`src/rtl/dbst_pkg.sv`:
```
// Shared types and constants for the debug break and step trigger.
// Holds action and step codes, the breakpoint key type and the table interface structs.
// No dependencies.
package dbst_pkg;

    localparam int BP_SLOTS = 16;

    typedef logic [23:0] bp_key_t;

    typedef enum logic [2:0] {
        ACT_LINE      = 3'd0,
        ACT_ADD       = 3'd1,
        ACT_REMOVE    = 3'd2,
        ACT_REQUEST   = 3'd3,
        ACT_RESUME    = 3'd4,
        ACT_STEP_INTO = 3'd5,
        ACT_STEP_OVER = 3'd6,
        ACT_STEP_OUT  = 3'd7
    } action_t;

    typedef enum logic [1:0] {
        STEP_NONE = 2'd0,
        STEP_INTO = 2'd1,
        STEP_OVER = 2'd2,
        STEP_OUT  = 2'd3
    } step_kind_t;

    localparam logic [1:0] REASON_BP      = 2'd0;
    localparam logic [1:0] REASON_REQUEST = 2'd1;
    localparam logic [1:0] REASON_STEP    = 2'd2;

    typedef struct packed {
        logic add;
        logic remove;
    } bp_cmd_t;

    typedef struct packed {
        logic hit;
        logic full;
    } bp_status_t;

endpackage

```
`src/rtl/dbst_bp_table.sv`:
```
// Breakpoint table: BP_SLOTS (script, line) keys with valid bits.
// Parallel match, lowest-free-slot insertion, removal of the matching slot.
// Depends on dbst_pkg.
module dbst_bp_table
    import dbst_pkg::*;
(
    input  logic       clk,
    input  logic       rst_n,
    input  bp_key_t    key,
    input  bp_cmd_t    cmd,
    output bp_status_t status
);

    logic [BP_SLOTS-1:0] valid_reg;
    logic [BP_SLOTS-1:0] valid_next;
    logic [BP_SLOTS-1:0] match;
    logic [BP_SLOTS-1:0] free;
    logic [BP_SLOTS-1:0] free_first;
    logic                insert;
    bp_key_t             entry_reg [BP_SLOTS];

    always_comb
    begin
        for (int i = 0; i < BP_SLOTS; i++)
        begin
            match[i] = valid_reg[i] && (entry_reg[i] == key);
        end
    end

    assign free       = ~valid_reg;
    assign free_first = free & (~free + BP_SLOTS'(1));

    assign status.hit  = |match;
    assign status.full = &valid_reg;

    assign insert = cmd.add && !status.hit;

    always_comb
    begin
        valid_next = valid_reg;
        if (insert)
        begin
            valid_next = valid_reg | free_first;
        end
        else if (cmd.remove)
        begin
            valid_next = valid_reg & ~match;
        end
    end

    always_ff @(posedge clk or negedge rst_n)
    begin
        if (!rst_n)
        begin
            valid_reg <= '0;
        end
        else
        begin
            valid_reg <= valid_next;
        end
    end

    always_ff @(posedge clk)
    begin
        for (int i = 0; i < BP_SLOTS; i++)
        begin
            if (insert && free_first[i])
            begin
                entry_reg[i] <= key;
            end
        end
    end

endmodule

```
`src/rtl/debug_break_and_step_trigger.sv`:
```
// Debug trigger unit: breakpoint table, pause request and step detection.
// Flow: a transaction taken into the input register gives its result strobe (done) from the result register.
// Throughput: one transaction per cycle; busy stays low, set by the single compute stage
// between the input register and the result register, which also updates all state.
// Reset (rst_n, asynchronous): table empty, not paused, no step armed, no location seen.
// Depends on dbst_pkg and dbst_bp_table.
module debug_break_and_step_trigger
    import dbst_pkg::*;
(
    input  logic        clk,
    input  logic        rst_n,
    input  logic        start,
    output logic        busy,
    input  logic [2:0]  action,
    input  logic [15:0] code_token,
    input  logic [7:0]  script_id,
    input  logic [15:0] line_number,
    input  logic [9:0]  call_depth,
    output logic        done,
    output logic        pause_now,
    output logic [1:0]  pause_reason,
    output logic        is_paused,
    output logic        table_full
);

    logic        in_valid_reg;
    action_t     in_action_reg;
    logic [15:0] in_token_reg;
    logic [7:0]  in_script_reg;
    logic [15:0] in_line_reg;
    logic [9:0]  in_depth_reg;

    logic        pending_reg,   pending_next;
    logic        paused_reg,    paused_next;
    step_kind_t  step_kind_reg, step_kind_next;
    logic [9:0]  armed_depth_reg, armed_depth_next;
    logic [15:0] armed_line_reg,  armed_line_next;
    logic [9:0]  held_depth_reg,  held_depth_next;
    logic [15:0] held_line_reg,   held_line_next;
    logic        last_valid_reg,  last_valid_next;
    logic [15:0] last_token_reg,  last_token_next;
    logic [15:0] last_line_reg,   last_line_next;
    logic [9:0]  last_depth_reg,  last_depth_next;

    logic        done_reg;
    logic        pause_now_reg,  pause_now_next;
    logic [1:0]  reason_reg,     reason_next;
    logic        full_reg,       full_next;

    logic        accept;
    logic        repeat_loc;
    logic        evaluate;
    logic        step_hit;
    logic        do_pause;
    bp_cmd_t     bp_cmd;
    bp_status_t  bp_status;

    assign busy   = 1'b0;
    assign accept = start && !busy;

    dbst_bp_table u_table (
        .clk    (clk),
        .rst_n  (rst_n),
        .key    ({in_script_reg, in_line_reg}),
        .cmd    (bp_cmd),
        .status (bp_status)
    );

    assign bp_cmd.add    = in_valid_reg && (in_action_reg == ACT_ADD);
    assign bp_cmd.remove = in_valid_reg && (in_action_reg == ACT_REMOVE);

    assign repeat_loc = last_valid_reg && (last_token_reg == in_token_reg)
                        && (last_line_reg == in_line_reg) && (last_depth_reg == in_depth_reg);
    assign evaluate   = in_valid_reg && (in_action_reg == ACT_LINE) && !paused_reg && !repeat_loc;

    always_comb
    begin
        case (step_kind_reg)
            STEP_INTO: step_hit = (in_depth_reg != armed_depth_reg)
                                  || (in_line_reg != armed_line_reg);
            STEP_OVER: step_hit = (in_depth_reg < armed_depth_reg)
                                  || ((in_depth_reg == armed_depth_reg)
                                      && (in_line_reg != armed_line_reg));
            STEP_OUT:  step_hit = in_depth_reg < armed_depth_reg;
            default:   step_hit = 1'b0;
        endcase
    end

    assign do_pause = evaluate && (pending_reg || bp_status.hit || step_hit);

    always_comb
    begin
        pending_next     = pending_reg;
        paused_next      = paused_reg;
        step_kind_next   = step_kind_reg;
        armed_depth_next = armed_depth_reg;
        armed_line_next  = armed_line_reg;
        held_depth_next  = held_depth_reg;
        held_line_next   = held_line_reg;
        last_valid_next  = last_valid_reg;
        last_token_next  = last_token_reg;
        last_line_next   = last_line_reg;
        last_depth_next  = last_depth_reg;
        pause_now_next   = 1'b0;
        reason_next      = REASON_BP;
        full_next        = 1'b0;

        if (in_valid_reg)
        begin
            unique case (in_action_reg)
                ACT_LINE:
                begin
                    if (evaluate)
                    begin
                        last_valid_next = 1'b1;
                        last_token_next = in_token_reg;
                        last_line_next  = in_line_reg;
                        last_depth_next = in_depth_reg;
                    end
                    if (do_pause)
                    begin
                        pause_now_next  = 1'b1;
                        reason_next     = bp_status.hit ? REASON_BP
                                        : (pending_reg ? REASON_REQUEST : REASON_STEP);
                        pending_next    = 1'b0;
                        step_kind_next  = STEP_NONE;
                        paused_next     = 1'b1;
                        held_depth_next = in_depth_reg;
                        held_line_next  = in_line_reg;
                    end
                end
                ACT_ADD:
                begin
                    full_next = !bp_status.hit && bp_status.full;
                end
                ACT_REMOVE:
                begin
                end
                ACT_REQUEST:
                begin
                    pending_next = 1'b1;
                end
                ACT_RESUME:
                begin
                    step_kind_next = STEP_NONE;
                    paused_next    = 1'b0;
                end
                ACT_STEP_INTO, ACT_STEP_OVER, ACT_STEP_OUT:
                begin
                    unique case (in_action_reg)
                        ACT_STEP_INTO: step_kind_next = STEP_INTO;
                        ACT_STEP_OVER: step_kind_next = STEP_OVER;
                        default:       step_kind_next = STEP_OUT;
                    endcase
                    armed_depth_next = held_depth_reg;
                    armed_line_next  = held_line_reg;
                    paused_next      = 1'b0;
                end
                default:
                begin
                end
            endcase
        end
    end

    always_ff @(posedge clk or negedge rst_n)
    begin
        if (!rst_n)
        begin
            in_valid_reg    <= 1'b0;
            in_action_reg   <= ACT_LINE;
            in_token_reg    <= '0;
            in_script_reg   <= '0;
            in_line_reg     <= '0;
            in_depth_reg    <= '0;
            pending_reg     <= 1'b0;
            paused_reg      <= 1'b0;
            step_kind_reg   <= STEP_NONE;
            armed_depth_reg <= '0;
            armed_line_reg  <= '0;
            held_depth_reg  <= '0;
            held_line_reg   <= '0;
            last_valid_reg  <= 1'b0;
            last_token_reg  <= '0;
            last_line_reg   <= '0;
            last_depth_reg  <= '0;
            done_reg        <= 1'b0;
            pause_now_reg   <= 1'b0;
            reason_reg      <= REASON_BP;
            full_reg        <= 1'b0;
        end
        else
        begin
            in_valid_reg <= accept;
            if (accept)
            begin
                in_action_reg <= action_t'(action);
                in_token_reg  <= code_token;
                in_script_reg <= script_id;
                in_line_reg   <= line_number;
                in_depth_reg  <= call_depth;
            end
            pending_reg     <= pending_next;
            paused_reg      <= paused_next;
            step_kind_reg   <= step_kind_next;
            armed_depth_reg <= armed_depth_next;
            armed_line_reg  <= armed_line_next;
            held_depth_reg  <= held_depth_next;
            held_line_reg   <= held_line_next;
            last_valid_reg  <= last_valid_next;
            last_token_reg  <= last_token_next;
            last_line_reg   <= last_line_next;
            last_depth_reg  <= last_depth_next;
            done_reg        <= in_valid_reg;
            pause_now_reg   <= pause_now_next;
            reason_reg      <= reason_next;
            full_reg        <= full_next;
        end
    end

    assign done         = done_reg;
    assign pause_now    = pause_now_reg;
    assign pause_reason = reason_reg;
    assign is_paused    = paused_reg;
    assign table_full   = full_reg;

endmodule

```
`config.mk`:
```
export PLATFORM = sky130hd
export DESIGN_NAME = debug_break_and_step_trigger
export DESIGN_NICKNAME = d
export VERILOG_FILES = /design/src/rtl/dbst_pkg.sv /design/src/rtl/dbst_bp_table.sv /design/src/rtl/debug_break_and_step_trigger.sv
export SDC_FILE = /design/constraint.sdc
export NUM_CORES = 1
export LEC_CHECK = 0
export ABC_AREA = 1
export BUFFER_PORTS_ARGS = -buffer_cell sky130_fd_sc_hd__buf_2
export CORE_ASPECT_RATIO = 0.8
export CORE_MARGIN = 3
export CORE_UTILIZATION = 57
export CTS_BUF_LIST = sky130_fd_sc_hd__clkbuf_16
export DETAILED_ROUTE_END_ITERATION = 6
export GPL_ROUTABILITY_DRIVEN = 0
export GPL_TIMING_DRIVEN = 0
export PLACE_DENSITY_LB_ADDON = 0.2
export SYNTH_ARGS = -nofsm -noshare
export SYNTH_HDL_FRONTEND = slang
export SYNTH_SLANG_ARGS = --single-unit
export TNS_END_PERCENT = 1
```
`constraint.sdc`:
```
create_clock -name clk -period 5 [get_ports clk]
set_input_delay 1.5 -clock clk [delete_from_list [all_inputs] [get_ports clk]]
set_output_delay 1.5 -clock clk [all_outputs]
set_load 0.01 [all_outputs]
```
==> results of run 1 <==
## final cells by class
class                      instances  area (um^2)  area share [%]
sequential                       558        15900            56.7
multi-input combinational       1262         7910            28.2
clock buffer                      56         1400            5.01
buffer                            81          783            2.80
tap                              552          691            2.47
timing repair buffer              91          646            2.31
inverter                          96          363            1.30
clock inverter                    44          320            1.14
## cells in the final DEF, fill, tap and decap left out, types with 10 or more instances in the layout
cell | synthesis | layout
xor2_1 | 15 | 15
o21ai_2 | 20 | 20
nand2_2 | 28 | 28
buf_4 | 16 | 31
nor2_2 | 9 | 10
buf_2 | 6 | 66
nand3_1 | 26 | 26
clkbuf_1 | 16 | 16
o21ai_0 | 85 | 85
nor2_1 | 137 | 132
nand2_1 | 365 | 365
mux2_2 | 25 | 25
buf_8 | 12 | 13
nand4_1 | 40 | 40
a21oi_1 | 18 | 18
edfxtp_1 | 384 | 384
o21ai_1 | 27 | 27
buf_6 | 26 | 38
clkbuf_16 | 0 | 56
clkinv_2 | 0 | 15
dfrtp_1 | 174 | 174
xnor2_1 | 388 | 388
inv_1 | 89 | 100
ha_1 | 10 | 10
## cells by family after synthesis
group,Yosys count,synth area share [%]
XOR/XNOR,403,14.2
buffers and inverters,177,4.61
multiplexers,25,1.13
flip-flops,558,63.9
AND/OR/NAND/NOR,646,11.4
AO/OA/AOI/OAI,177,4.19
adder cells (fa/ha/maj),10,0.504
other,1,0.0151
## routing by layer
metal  GRT usage, %  vias up  share of wire (%)
li1               -     6994                  -
met1           39.1     7440                 47
met2           36.3      472                 44
met3           4.34       76                7.9
met4           5.51        0                1.9
met5              0        -                  0
## power breakdown
| group | internal (mW) | switching, mW |
|---|---|---|
| combinational | 0.740 | 0.880 |
| sequential | 5.40 | 0.364 |
| clock | 2.27 | 1.71 |
## worst reg2reg max path: stages, from the launching register on
cell and delay, ns:
dfrtp_1 0.72, buf_4 0.32, buf_6 0.20, xnor2_1 0.09, nand4_1 0.24, nor2_1 0.14, nand3_1 0.11, nand2_1 0.12
nor2_1 0.12, nand3b_1 0.10, nor2_2 0.20, nand2_2 0.11, buf_2 0.24, nor3_2 0.75, buf_6 0.27, buf_6 0.18
## how the worst max path moves through the flow
stage                           startpoint                        to  slack, ns  cells past startpoint
after floorplan            in_line_reg[11]  u_table.entry_reg[0][72]       0.40                     16
after global placement    in_script_reg[1]  u_table.entry_reg[0][87]      -2.86                     13
after global routing       in_line_reg[12]  u_table.entry_reg[1][60]       0.59                     18
after CTS                 in_script_reg[1]  u_table.entry_reg[1][61]       0.77                     15
final                     in_script_reg[1]  u_table.entry_reg[1][61]       0.79                     15
after detailed placement  in_script_reg[1]  u_table.entry_reg[1][61]       0.80                     15
## metrics by stage
step / hold WS [ns] / area, um^2 / worst slack, ns / std cells / power [mW]
finish: 0.448 / 28000 / 0.794 / 2740 / 11.4
global route: 0.456 / 28000 / 0.586 / 2740 / 11.8
CTS: 0.451 / 28000 / 0.774 / 2740 / 11.4
detailed placement: 0.441 / 26300 / 0.796 / 2640 / 7.46
global placement: 0.435 / 25800 / -2.86 / 2610 / 7.38
floorplan: 0.395 / 24800 / 0.395 / 1997 / 6.96
==> reports/qor.csv, run 1 <==
metric;value;unit
synthArstFlopShare;31.2;%
die_w;239;um
cts_tree;built;
hold_end;done;
setup_tns;0;ns
die_height;193;um
hpwl;38800;um
regToRegSetupSlack;0.79;ns
final_nets;2209;
synth_top_area_share;46.4;%
cpMostUsedCell;buf_6;
cts-hold-fix-buffers;0;
rsz0062_at_grt;no;
cp_data_required_time;5.28;ns
relSlewSlack;28.7;%
n_antenna_cell;0;
synthTopCellsByArea;edfxtp_1 46%, dfrtp_1 18%, xnor2_1 14%;
setup_violations;0;
final_layout_size_suffix_gt1_share;16.5;%
htreeDepth;2;
p_leak;10.3;nW
cts_inserted_buffers;53;
hold_viol;0;
status;complete, no violations;
drc_errors;0;
fp.coreArea;42400;um^2
syn_area;24800;um^2
post_drt_wl_per_cell;20.7;um
fill_cells;3092;
min_path_type;reg2reg;
start_util;58.6;%
ys_seq_elements;558;
hold-path-cell-count;0;
num_rows;67;
drt_pass1_iterations;6;
clkSinkCount;558;
yosysWarnings;0;
slew_violations;0;
power.density;406;nW/um^2
track_usage;24.8;%
cts_setup_buffers;0;
synth_flop_cell;edfxtp_1;
r2r-start;in_script_reg[1];
grt_max_degree;96;
fmax;238;MHz
area_delta_synth_final;12.7;%
cts_resized;0;
clk_latency;0.58;ns
synth_top_area_cell;edfxtp_1;
clkTransAtPathRegs;0.06;ns
avgSynthCellArea;12.4;um^2
cp-end-kind;register;
start_kind;register;
syn_nets;2063;
pin_count;63;
crit_chain;buf_4, buf_6, xnor2_1, nand4_1, nor2_1, nand3_1, nand2_1, nor2_1, nand3b_1, nor2_2, nand2_2, buf_2, nor3_2, buf_6, buf_6;
first_iter_violations;1527;
path_class;reg2reg;
synth_edf_count;384;
cp_top_family;simple AND/OR/NAND/NOR gates;
synth_common_cells;388 x xnor2_1, 384 x edfxtp_1, 365 x nand2_1, 174 x dfrtp_1, 137 x nor2_1;
period_share;84.1;%
design.die.area;46100;um^2
fin_crit;4.21;ns
synth-seq-area-share;63.9;%
crit_slowest_cell;nor3_2;
largest_reg_flops;384;
min_from;in_valid_reg;
grt_overflow;0;
vias_per_cell;5.47;
finalWirelength;56700;um
via_count;14982;
worstPathMaxFanout;17;
yosysUniqueCellTypes;47;
cts_root_buf;clkbuf_16;
crit_buf_inv;5;
peakVddDrop;0.320;mV
syn_inst;1997;
worst_pin_slew;1.06;ns
cap_violations;0;
timing.rr.end;u_table.entry_reg[1][61];
grt_pass1_wl;85200;um
rr_worst_depth;15;
slowest_delay;0.75;ns
antenna_found_initial;2;
synth_most_common_cell;xnor2_1;
antenna_left;0;
skew;0.0172;ns
grt_pass1_vias;14315;
final_util;66.0;%
port_buffers;61;
critical_path_arrival;4.49;ns
cts_buffer_depth;3;
No activity file was read; power rests on OpenSTA's default activity.
==> inputs of run 2 (changes only) <==
--- a/config.mk
+++ b/config.mk
@@ -9,7 +9,7 @@
 export BUFFER_PORTS_ARGS = -buffer_cell sky130_fd_sc_hd__buf_2
 export CORE_ASPECT_RATIO = 0.8
 export CORE_MARGIN = 3
-export CORE_UTILIZATION = 57
+export CORE_UTILIZATION = 56
 export CTS_BUF_LIST = sky130_fd_sc_hd__clkbuf_16
 export DETAILED_ROUTE_END_ITERATION = 6
 export GPL_ROUTABILITY_DRIVEN = 0
==> constraint.sdc (replaced) <==
create_clock -name clk -period 3.4 [get_ports clk]
set_input_delay 1.02 -clock clk [delete_from_list [all_inputs] [get_ports clk]]
set_output_delay 1.02 -clock clk [all_outputs]
set_load 0.01 [all_outputs]
==> run 2 against run 1 <==
Against the previous run: the flow now finishes with violations (setup timing); die area increased by 1.7%; worst hold slack lost 0.0094 ns; non-clock buffer count fell by 2; utilization shrank 1.0 points; global-route usage decreased by 0.21 points; critical path depth down 2; register-to-register slack worse by 0.85 ns; design area is 0.93% higher; flip-flop and latch count unchanged; routed wire length rose by 0.55%; critical path type unchanged; largest power group unchanged; highest routed layer unchanged.
==> reports/qor.csv, run 2 (synthesized netlist as in run 1, its figures left out) <==
metric;value;unit;change
drc_errors;0;;unchanged
min_path_type;reg2reg;;
clkSinkCount;558;;unchanged
finalWirelength;57000;um;+0.55%
cts-hold-fix-buffers;0;;unchanged
cp-end-kind;register;;
dpl-instance-area;26300;um^2;+0.28%
setup_violations;68;;+68
fp.coreArea;43500;um^2;+2.5%
timing.rr.end;u_table.entry_reg[1][125];;
die_w;241;um;+0.87%
grt_pass1_wl;86800;um;+1.9%
first_iter_violations;1406;;-7.9%
die_height;194;um;+0.86%
skew;0.0267;ns;+0.00946 ns
antenna_found_initial;1;;-1
design_area;28300;um^2;+0.93%
path_class;reg2reg;;
grt_max_degree;107;;+11%
fin_cells;2785;;+1.6%
peakVddDrop;0.420;mV;+31%
hold_viol;0;;unchanged
period_share;102;%;+18 points
mostFrequentLayoutCell;xnor2_1;;
grt_overflow;0;;unchanged
pin_count;63;;unchanged
start_util;57.1;%;-1.4 points
worstPathMaxFanout;24;;+7
antenna_left;0;;unchanged
design.die.area;46900;um^2;+1.7%
cts_root_buf;clkbuf_16;;
drt_pass1_iterations;5;;-1
worst_pin_slew;1.01;ns;-0.0462 ns
violations;setup timing;;
dp_slack;-0.795;ns;-1.59 ns
cts_tree;built;;
cp_data_required_time;3.60;ns;-1.68 ns
num_rows;68;;+1.5%
vias_per_cell;5.46;;-0.22%
relSlewSlack;32.4;%;+3.7 points
rsz0062_at_grt;yes;;
hpwl;38400;um;-1.0%
place_inst;2676;;+1.4%
cap_violations;0;;unchanged
area_delta_synth_final;13.7;%;
port_buffers;61;;unchanged
min_from;in_valid_reg;;
fin_crit;3.46;ns;-0.751 ns
r2r-start;in_script_reg[4];;
cts_inserted_buffers;54;;+1.9%
final_layout_size_suffix_gt1_share;17.7;%;+1.2 points
endpoint;u_table.entry_reg[1][125];;
grt_pass1_vias;14790;;+3.3%
cts_buffer_depth;3;;unchanged
critPathLaunch;in_script_reg[4];;
setup_tns;-2.66;ns;-2.66 ns
status;finished, violations left;;
regToRegSetupSlack;-0.06;ns;-0.85 ns
clk_latency;0.59;ns;about the same
fmax;289;MHz;+22%
critical_path_arrival;3.65;ns;-0.84 ns
post_drt_wl_per_cell;20.5;um;-1.1%
final_cell_mix;387 x xnor2_1, 384 x edfxtp_1, 361 x nand2_1;;
slew_violations;0;;unchanged
via_count;15195;;+1.4%
htreeDepth;2;;unchanged
rr_worst_depth;13;;-2
final_nets;2209;;unchanged
power.density;585;nW/um^2;+44%
track_usage;24.6;%;-0.21 points
p_leak;10.3;nW;-0.11%
clkTransAtPathRegs;0.06;ns;about the same
setup_ws;-0.0559;ns;-0.849 ns
start_kind;register;;
largest_reg_flops;384;;unchanged
run 2: cell type report:
class | instances | area, um^2
Multi-Input combinational cell | 1263 | 8020
Antenna cell | 1 | 2.50
Inverter | 96 | 363
Tap cell | 595 | 744
Timing Repair Buffer | 89 | 672
Sequential cell | 558 | 16000
Fill cell | 3187 | 15200
Buffer | 81 | 853
Clock inverter | 48 | 297
Clock buffer | 54 | 1350
run 2: per-stage QoR:
stage | hold WS, ns | util [%] | power, mW
after floorplan | 0.395 | - | 10.2
after CTS | 0.444 | 64.9 | 16.6
after detailed placement | 0.434 | 60.6 | 11.0
after global placement | 0.432 | 59.6 | 10.8
final | 0.439 | 65.0 | 16.5
after global routing | 0.451 | 65.0 | 17.2
run 2: per-layer routing:
| layer | global-route usage [%] | wire length, um | up-vias |
|---|---|---|---|
| li1 | - | - | 6998 |
| met1 | 39.3 | 26400 | 7522 |
| met2 | 35.1 | 24600 | 582 |
| met3 | 4.23 | 4670 | 93 |
| met4 | 6.33 | 1340 | 0 |
| met5 | 0 | 0 | - |
run 2: worst max-delay path, stage by stage, from the launching register on:
cell and delay, ns:
dfrtp_2 0.58, buf_6 0.22, buf_6 0.21, xnor2_1 0.10
nand4_1 0.19, nor2_2 0.11, nand3_2 0.09, nand2_1 0.10
nand3b_1 0.19, nor2_2 0.18, nand2_2 0.12, inv_2 0.10
nand2_1 0.11, nor2_4 0.74
run 2: report_power, final:
group | total (mW) | internal [mW] | switching [mW]
Clock | 5.65 | 3.11 | 2.54
Combinational | 2.38 | 1.10 | 1.28
Sequential | 8.50 | 7.96 | 0.548
run 2: worst min path at each step:
| stage | endpoint | slack [ns] | cells past startpoint |
|---|---|---|---|
| 2_1_floorplan | done | 0.39 | 0 |
| 3_3_place_gp | done | 0.43 | 0 |
| 3_5_place_dp | done | 0.43 | 0 |
| 4_1_cts | done | 0.44 | 0 |
| 5_1_grt | done | 0.45 | 0 |
| 6_report | done | 0.44 | 0 |
run 2: repair_timing:
action                                  in CTS  in global routing
pin swaps                                    6                  1
endpoints found under the setup margin     356                240
setup buffers                                4                  1
gates cloned                                 1                  0
resized for setup                           72                  3
